[config.mk]
export PLATFORM = sky130hd
export DESIGN_NAME = stable_priority_event_queue_core
export DESIGN_NICKNAME = d
export VERILOG_FILES = /design/src/speq_pkg.sv /design/src/speq_cell.sv /design/src/stable_priority_event_queue_core.sv
export SDC_FILE = /design/constraint.sdc
export NUM_CORES = 1
export LEC_CHECK = 0
export BUFFER_PORTS_ARGS = -buffer_cell sky130_fd_sc_hd__buf_4
export CORE_MARGIN = 2
export CORE_UTILIZATION = 30
export DETAILED_ROUTE_END_ITERATION = 10
export PLACE_DENSITY_LB_ADDON = 0.12
export SLEW_MARGIN = 15
export SYNTH_ARGS = -nofsm -noshare
export SYNTH_HDL_FRONTEND = slang
export SYNTH_HIERARCHICAL = 1
export SYNTH_SLANG_ARGS = --single-unit
[constraint.sdc]
create_clock -name clk -period 3.56 [get_ports clk]
set_clock_uncertainty 0.15 [all_clocks]
set_input_delay 0.178 -clock clk [delete_from_list [all_inputs] [get_ports clk]]
set_output_delay 0.178 -clock clk [all_outputs]
set_load 0.05 [all_outputs]
[src/speq_pkg.sv]
`timescale 1ns / 1ps

package speq_pkg;

    localparam int PRIO_W = 8;
    localparam int OCC_W  = 5;

    typedef enum logic {
        MODE_PUSH = 1'b0,
        MODE_POP  = 1'b1
    } mode_t;

    typedef enum logic [1:0] {
        STATUS_OK    = 2'd0,
        STATUS_FULL  = 2'd1,
        STATUS_EMPTY = 2'd2
    } status_t;

    // Command broadcast to every cell of the row
    typedef struct packed {
        logic push;
        logic pop;
    } cell_cmd_t;

endpackage

[src/speq_cell.sv]
`timescale 1ns / 1ps

// One slot of the sorted row. Takes the new word, its left neighbor's word
// (insert shifts right) or its right neighbor's word (pop shifts left).
module speq_cell #(
    parameter int TAG_WIDTH = 16
) (
    input  logic                          clk,
    input  speq_pkg::cell_cmd_t           cmd,
    input  logic                          occupied,
    input  logic [speq_pkg::PRIO_W-1:0]   new_prio,
    input  logic [TAG_WIDTH-1:0]          new_tag,
    input  logic                          prev_want,
    input  logic [speq_pkg::PRIO_W-1:0]   prev_prio,
    input  logic [TAG_WIDTH-1:0]          prev_tag,
    input  logic [speq_pkg::PRIO_W-1:0]   next_prio,
    input  logic [TAG_WIDTH-1:0]          next_tag,
    output logic                          want,
    output logic [speq_pkg::PRIO_W-1:0]   prio,
    output logic [TAG_WIDTH-1:0]          tag
);

    logic [speq_pkg::PRIO_W-1:0] prio_reg;
    logic [speq_pkg::PRIO_W-1:0] prio_next;
    logic [TAG_WIDTH-1:0]        tag_reg;
    logic [TAG_WIDTH-1:0]        tag_next;

    // at or past the insert point: empty, or strictly lower priority
    assign want = !occupied || (prio_reg < new_prio);
    assign prio = prio_reg;
    assign tag  = tag_reg;

    always_comb
    begin
        prio_next = prio_reg;
        tag_next  = tag_reg;
        if (cmd.push && want)
        begin
            if (prev_want)
            begin
                prio_next = prev_prio;
                tag_next  = prev_tag;
            end
            else
            begin
                prio_next = new_prio;
                tag_next  = new_tag;
            end
        end
        else if (cmd.pop)
        begin
            prio_next = next_prio;
            tag_next  = next_tag;
        end
    end

    always_ff @(posedge clk)
    begin
        prio_reg <= prio_next;
        tag_reg  <= tag_next;
    end

endmodule

[src/stable_priority_event_queue_core.sv]
`timescale 1ns / 1ps

// Stable priority event queue. One push or pop word is taken on every clock
// edge where start is high; busy is never raised, so the block takes a word
// in every cycle. The result of each word appears on the result ports in the
// following cycle, marked by done for exactly one cycle; the receiver cannot
// stall, so it must capture every done cycle. The rate is one word per
// cycle: the whole row of QUEUE_DEPTH cells compares the pushed priority
// in parallel and shifts in one step. Entries leave in descending priority,
// first-in first-out within one priority. A push into a full queue returns
// status full and changes nothing; a pop of an empty queue returns status
// empty with pop_valid, pop_priority and pop_tag at zero.
module stable_priority_event_queue_core #(
    parameter int QUEUE_DEPTH = 16,
    parameter int TAG_WIDTH   = 16
) (
    input  logic                          clk,
    input  logic                          rst_n,
    input  logic                          start,
    output logic                          busy,
    input  logic                          mode,
    input  logic [speq_pkg::PRIO_W-1:0]   priority_req,
    input  logic [TAG_WIDTH-1:0]          event_tag,
    output logic                          done,
    output logic                          pop_valid,
    output logic [speq_pkg::PRIO_W-1:0]   pop_priority,
    output logic [TAG_WIDTH-1:0]          pop_tag,
    output logic [1:0]                    status,
    output logic [speq_pkg::OCC_W-1:0]    occupancy
);

    localparam int CNT_W = $clog2(QUEUE_DEPTH + 1);

    // occupancy counter: cell i holds a live entry when i < count
    logic [CNT_W-1:0] count_reg;
    logic [CNT_W-1:0] count_next;

    logic             accept;
    logic             full;
    logic             empty;
    speq_pkg::cell_cmd_t cmd;

    // cell row taps
    logic                        cell_want [QUEUE_DEPTH];
    logic [speq_pkg::PRIO_W-1:0] cell_prio [QUEUE_DEPTH];
    logic [TAG_WIDTH-1:0]        cell_tag  [QUEUE_DEPTH];

    // result register
    logic                        done_reg;
    logic                        done_next;
    logic                        pop_valid_reg;
    logic                        pop_valid_next;
    logic [speq_pkg::PRIO_W-1:0] pop_priority_reg;
    logic [speq_pkg::PRIO_W-1:0] pop_priority_next;
    logic [TAG_WIDTH-1:0]        pop_tag_reg;
    logic [TAG_WIDTH-1:0]        pop_tag_next;
    logic [1:0]                  status_reg;
    logic [1:0]                  status_next;

    assign busy   = 1'b0;
    assign accept = start && !busy;
    assign full   = (count_reg == CNT_W'(QUEUE_DEPTH));
    assign empty  = (count_reg == '0);

    assign cmd.push = accept && (mode == speq_pkg::MODE_PUSH) && !full;
    assign cmd.pop  = accept && (mode == speq_pkg::MODE_POP) && !empty;

    genvar gi;
    generate
        for (gi = 0; gi < QUEUE_DEPTH; gi++)
        begin : g_cell
            logic                        prev_want;
            logic [speq_pkg::PRIO_W-1:0] prev_prio;
            logic [TAG_WIDTH-1:0]        prev_tag;
            logic [speq_pkg::PRIO_W-1:0] next_prio;
            logic [TAG_WIDTH-1:0]        next_tag;

            if (gi == 0)
            begin : g_head
                // head: nothing to its left, new word lands here if it wants
                assign prev_want = 1'b0;
                assign prev_prio = '0;
                assign prev_tag  = '0;
            end
            else
            begin : g_body
                assign prev_want = cell_want[gi-1];
                assign prev_prio = cell_prio[gi-1];
                assign prev_tag  = cell_tag[gi-1];
            end

            if (gi == QUEUE_DEPTH - 1)
            begin : g_tail
                // tail slot goes dead after a pop; contents do not matter
                assign next_prio = cell_prio[gi];
                assign next_tag  = cell_tag[gi];
            end
            else
            begin : g_mid
                assign next_prio = cell_prio[gi+1];
                assign next_tag  = cell_tag[gi+1];
            end

            speq_cell #(
                .TAG_WIDTH (TAG_WIDTH)
            ) u_cell (
                .clk       (clk),
                .cmd       (cmd),
                .occupied  (CNT_W'(gi) < count_reg),
                .new_prio  (priority_req),
                .new_tag   (event_tag),
                .prev_want (prev_want),
                .prev_prio (prev_prio),
                .prev_tag  (prev_tag),
                .next_prio (next_prio),
                .next_tag  (next_tag),
                .want      (cell_want[gi]),
                .prio      (cell_prio[gi]),
                .tag       (cell_tag[gi])
            );
        end
    endgenerate

    always_comb
    begin
        count_next = count_reg;
        if (cmd.push)
        begin
            count_next = count_reg + CNT_W'(1);
        end
        else if (cmd.pop)
        begin
            count_next = count_reg - CNT_W'(1);
        end
    end

    always_comb
    begin
        done_next         = accept;
        pop_valid_next    = cmd.pop;
        pop_priority_next = '0;
        pop_tag_next      = '0;
        status_next       = speq_pkg::STATUS_OK;
        if (cmd.pop)
        begin
            // head cell holds the entry being removed
            pop_priority_next = cell_prio[0];
            pop_tag_next      = cell_tag[0];
        end
        if (mode == speq_pkg::MODE_PUSH && full)
        begin
            status_next = speq_pkg::STATUS_FULL;
        end
        else if (mode == speq_pkg::MODE_POP && empty)
        begin
            status_next = speq_pkg::STATUS_EMPTY;
        end
    end

    always_ff @(posedge clk or negedge rst_n)
    begin
        if (!rst_n)
        begin
            count_reg <= '0;
            done_reg  <= 1'b0;
        end
        else
        begin
            count_reg <= count_next;
            done_reg  <= done_next;
        end
    end

    // payload: loaded with every accepted word, no reset
    always_ff @(posedge clk)
    begin
        if (accept)
        begin
            pop_valid_reg    <= pop_valid_next;
            pop_priority_reg <= pop_priority_next;
            pop_tag_reg      <= pop_tag_next;
            status_reg       <= status_next;
        end
    end

    assign done         = done_reg;
    assign pop_valid    = pop_valid_reg;
    assign pop_priority = pop_priority_reg;
    assign pop_tag      = pop_tag_reg;
    assign status       = status_reg;
    assign occupancy    = speq_pkg::OCC_W'(count_reg);

endmodule

After elaboration in Yosys (flattened, before gate mapping)
Cells that the tools add are included.
{"block": "classes", "addsub": 2, "n_lt_le_gt_ge": 32, "eq_ne": 1, "n_mux": 93, "n_bitwise": 1, "reduce_logical": 73}
{"op": "two-way mux 16 bit", "count": 45}
{"op": "two-way mux 8 bit", "count": 45}
{"op": "< comparator 8 bit", "count": 16}
{"op": "< comparator 4 x 5 -> 1 bit (first input constant)", "count": 8}
{"op": "nonzero test 2 bit", "count": 16}
{"op": "logical AND 1 bit", "count": 22}
{"op": "< comparator 3 x 5 -> 1 bit (first input constant)", "count": 4}
{"op": "zero test 1 bit", "count": 18}
{"op": "logical OR 1 bit", "count": 16}
{"op": "< comparator 1 x 5 -> 1 bit (first input constant)", "count": 2}
{"op": "< comparator 2 x 5 -> 1 bit (first input constant)", "count": 2}
{"op": "two-way mux 5 bit", "count": 2}
{"op": "adder 5 x 1 -> 5 bit (second input constant)", "count": 1}
{"op": "== test 5 bit (second input constant)", "count": 1}
{"op": "zero test 5 bit", "count": 1}
{"op": "subtractor 5 x 1 -> 5 bit (second input constant)", "count": 1}
{"op": "two-way mux 2 bit", "count": 1}
{"op": "inverter 1 bit", "count": 1}
{"block": "word_totals", "register_bits": 417, "inputBits": 28, "out_inout_bits": 34, "word_cells": 240}

Longest topological paths before layout
{"block": "depth", "depth_word": 5, "mapped_depth": 10}

Cells and area by module
The synthesis kept the hierarchy.
{"mod": "speq_cell (g_cell[0].u_cell ...)", "instances": 15, "cells_per_inst": 113, "area_each_um2": 1605.3, "seq_area_each_um2": 720.7}
{"mod": "stable_priority_event_queue_core", "instances": 1, "cells_per_inst": 134, "area_each_um2": 1619.1, "seq_area_each_um2": 960.9}
{"mod": "speq_cell (g_cell[9].u_cell)", "instances": 1, "cells_per_inst": 113, "area_each_um2": 1594.0, "seq_area_each_um2": 720.7}

Least setup slack after synthesis
Ideal clock, no wire load.
{"block": "synth_path", "path_type": "flip-flop to flip-flop", "start": "reg count_reg[1], in the netlist occupancy[1]", "end": "reg g_cell[0].u_cell.prio_reg (netlist bit g_cell[0].u_cell/prio[0]), enable pin", "setup_ns": 0.382, "t_arrival_ns": 3.416, "t_required_ns": 3.028, "slack_ns": -0.388, "path_stages_with_launch": 10, "cell_sequence": "dfrtp_1 > inv_1 > ha_1 > and4bb_2 > nor2_1 > inv_1 > a211oi_2 > o2bb2ai_4 > buf_12 > or2_1"}
{"element": "start, declared", "line": "stable_priority_event_queue_core.sv:35", "text": "logic [CNT_W-1:0] count_reg;"}
{"element": "start signal, assigned", "line": "stable_priority_event_queue_core.sv:169", "text": "count_reg <= count_next;"}
{"element": "end signal, assigned", "line": "speq_cell.sv:59", "text": "prio_reg <= prio_next;"}
{"element": "end, declared", "line": "speq_cell.sv:23", "text": "logic [speq_pkg::PRIO_W-1:0] prio_reg;"}

Worst setup path after layout
{"block": "layout_path", "start": "reg count_reg[2], in the netlist occupancy[2]", "end": "reg g_cell[1].u_cell.tag_reg[0], data pin"}
{"block": "layout_via", "elab_chain_len": 5, "elab_cells_between_ends": 12}
{"element": "< comparator 1 x 5 -> 1 bit / == test 5 bit (equally long branches)", "line": "stable_priority_event_queue_core.sv:109, stable_priority_event_queue_core.sv:62"}
{"element": "zero test 1 bit (on tied branches)", "line": "speq_cell.sv:29, stable_priority_event_queue_core.sv:65"}
{"element": "logical OR 1 bit / logical AND 1 bit (equally long branches)", "line": "speq_cell.sv:29, stable_priority_event_queue_core.sv:65"}
{"element": "two-way mux 16 bit / logical AND 1 bit (equally long branches)", "line": "speq_cell.sv:39, speq_cell.sv:37"}
{"element": "two-way mux 16 bit (*)", "line": "speq_cell.sv:37", "text": "if (cmd.push && want)"}
{"element": "via g_cell[1].u_cell.tag_next[0]", "line": "speq_cell.sv:26", "text": "logic [TAG_WIDTH-1:0] tag_next;"}
{"element": "end signal, assigned", "line": "speq_cell.sv:60", "text": "tag_reg <= tag_next;"}
{"element": "end, declared", "line": "speq_cell.sv:25", "text": "logic [TAG_WIDTH-1:0] tag_reg;"}
The timed path passes the listed nets; every way through them passes the cells marked *.
A chain may end at the register's enable or synchronous reset.

==> impl.org <==
** Route
- The routed layout has 15,000 vias.
- The routed design has 61,000 µm of wire.
- Pre-Repair DR Iteration Count :: 5
- After detailed routing, the average wire length per cell comes to between 15 and 20 µm.
- The count of nets left with antenna violations once routing finished came out at 0.
- Routed vias/inst :: 4.60
- Number of DRC violations after detailed-routing iteration 0 :: 612
- For this run, design rule violations remaining after detail routing come to 0.

** STA
- The final-report hold violation count is 0.
- Peak Freq :: between 300 and 400 MHz
- TNS Setup :: 0 ns
- Post-route fraction of the period consumed by the critical path :: 92.0%
- Clock period minus worst slack :: 3.27 ns
- Setup repair after global routing left no endpoint under its margin.
- Slew Limit Fails :: 0
- In this run the tightest slew margin relative to its limit is 57.2%.
- For the pin with the worst max-slew slack, the measured transition is 0.642 ns.
- Setup violations remaining at the end of the flow were counted as 0.

** Clocking
- Clock latency on the worst-skew pair :: 0.61 ns
- Number of H-tree branching levels :: 2
- Clock Sink Count :: 417
- Clock-pin slew was measured on the worst setup and hold paths at 0.06 ns.
- CTS tree :: built
- In this run the deepest clock path goes through 3 buffers.
- TritonCTS created 53 clock buffers.
- Clock Root Buffer :: clkbuf_16

** Placed design
- Final Wtd Congestion :: 0.780
- Port Buffer Count :: 60
- Detailed placer's ending HPWL :: 47,600 µm

** Worst setup path
- Measured in cells, the most critical reg-to-reg path has a length of 7.
- Startpoint-to-endpoint class of the critical path :: reg -> reg
- Startpoint class of the critical path :: flip-flop
- Critical path data required time :: approximately 3.8 ns
- Maximum fanout count along the critical path :: 16
- Crit end category :: flip-flop
- For the worst setup path, the data arrival time is 3.49 ns.

** Outcome
- Run status :: completed

** Power
- For this design the ratio of total power to cell area is just over 1000 mW/mm².
- Worst IR Drop VDD :: 436 µV
- Leak :: 0.0122 µW
- Total power for the finished layout comes to 30,700 µW.

** Finish
- Leading cell types in the layout, fill and taps excluded :: edfxtp_1, mux2_2, mux2_4
- Counting the fill cells in the layout gives between 8,000 and 9,000.
- Number of nets at the end of the flow :: 2,188
- The library cell used most frequently in the layout, excluding fill and tap cells, is edfxtp_1.
- Compared with the post-synthesis result, the final layout area differs by 11.5%.
- Layout cells sized above 1 :: 41.8%
- Flip-flop count of the largest register after layout :: 256

** Floorplanning
- Die height :: 306 µm
- After floorplanning, the core was divided into 110 placement rows.
- The die covers just over 0.09 mm².
- 62 I/O pins were placed.
- Once the floorplan was initialized, standard cells occupied a little under a third of the core.
- Width of the chip :: 306 µm
- The total area inside the core boundary comes to 0.0900 mm².

** Global route
- Antenna violations before repair :: 1
- The first global-routing pass estimated 96,000 µm of wire.
- Global routing finished with a remaining overflow of 0.
- Largest net degree at the start of global routing :: 34
- Overall track demand over capacity in global routing :: 12.9%
- The number of global-route vias before repair is about 16,000.

** Logic synthesis
- Dividing the synthesized area by the synthesized cell count gives 14.1 µm².
- The Yosys step of the flow raised 6 warnings.
- Summed instance area of the synthesized netlist :: 0.0273 mm²
- Gate count after technology mapping :: 1,939

** Min path
- Worst min-delay path category :: in -> reg
- WHS Path Cells :: 3

** Job
- Max-cap viol count :: 0
area by class of cell:
type,count,area [µm²],area share (%)
Inverter,134,503,1.65
Antenna cell,2,5.00,0.0165
Clock buffer,72,1420,4.66
Tap cell,1176,1470,4.84
Timing Repair Buffer,112,856,2.81
Sequential cell,417,12500,41.1
Multi-Input combinational cell,1326,13500,44.4
Clock inverter,24,160,0.527
where the power goes:
group | leakage [µW] | switching (µW) | internal, µW
logic | 0.00731 | 6500 | 8320
clock network | 0.000771 | 2150 | 2780
registers | 0.00407 | 1740 | 9250
routing by layer:
metal	share of wire (%)	global-route usage, %	vias up
met5	0	0	-
met4	2.3	3.40	0
met3	3.2	1.86	86
met2	45	20.9	218
met1	49	18.0	7177
li1	-	-	7543
through the flow:
step / area, µm² / utilization [%] / hold slack, ns / worst slack (ns) / std cells
finish: 30400 / 33.8 / 0.0392 / 0.286 / 3263
global route: 30400 / 33.8 / 0.0428 / 0.112 / 3262
CTS: 30400 / 33.8 / 0.0000299 / 0.0200 / 3261
detailed placement: 28800 / 32.0 / -0.154 / 0.00246 / 3159
global placement: 28800 / 32.0 / -0.156 / 0.108 / 3159
floorplan: 27400 / - / -0.268 / 0.0850 / 1967
worst paths after layout:
check	from	to	slack, ns
setup / recovery	occupancy[2]	g_cell[1].u_cell/tag[0]	0.29
hold reg to reg	g_cell[9].u_cell/tag[15]	g_cell[8].u_cell/tag[15]	0.41
setup reg to reg	occupancy[2]	g_cell[1].u_cell/tag[0]	0.29
max in group asynchronous	rst_n	occupancy[0]	2.62
hold / removal	event_tag[1]	g_cell[0].u_cell/tag[1]	0.04
min in group asynchronous	rst_n	occupancy[2]	0.39
timing repair:
action | 4_1_cts | 5_1_grt
setup endpoints to repair | 0 | 24
hold endpoints to repair | 20 | 0
hold buffers | 6 | 0
buffers inserted | 0 | 0
gates resized for setup | 0 | 1
critical path, cell delays in order, from the launching register on:
cell	delay [ns]
dfrtp_1	0.49
or2_2	0.38
nor2_1	0.39
o21ai_1	0.28
a21boi_1	0.22
o2bb2ai_4	0.38
buf_4	0.36
mux2_2	0.37
(Power assumes the default switching activity.)
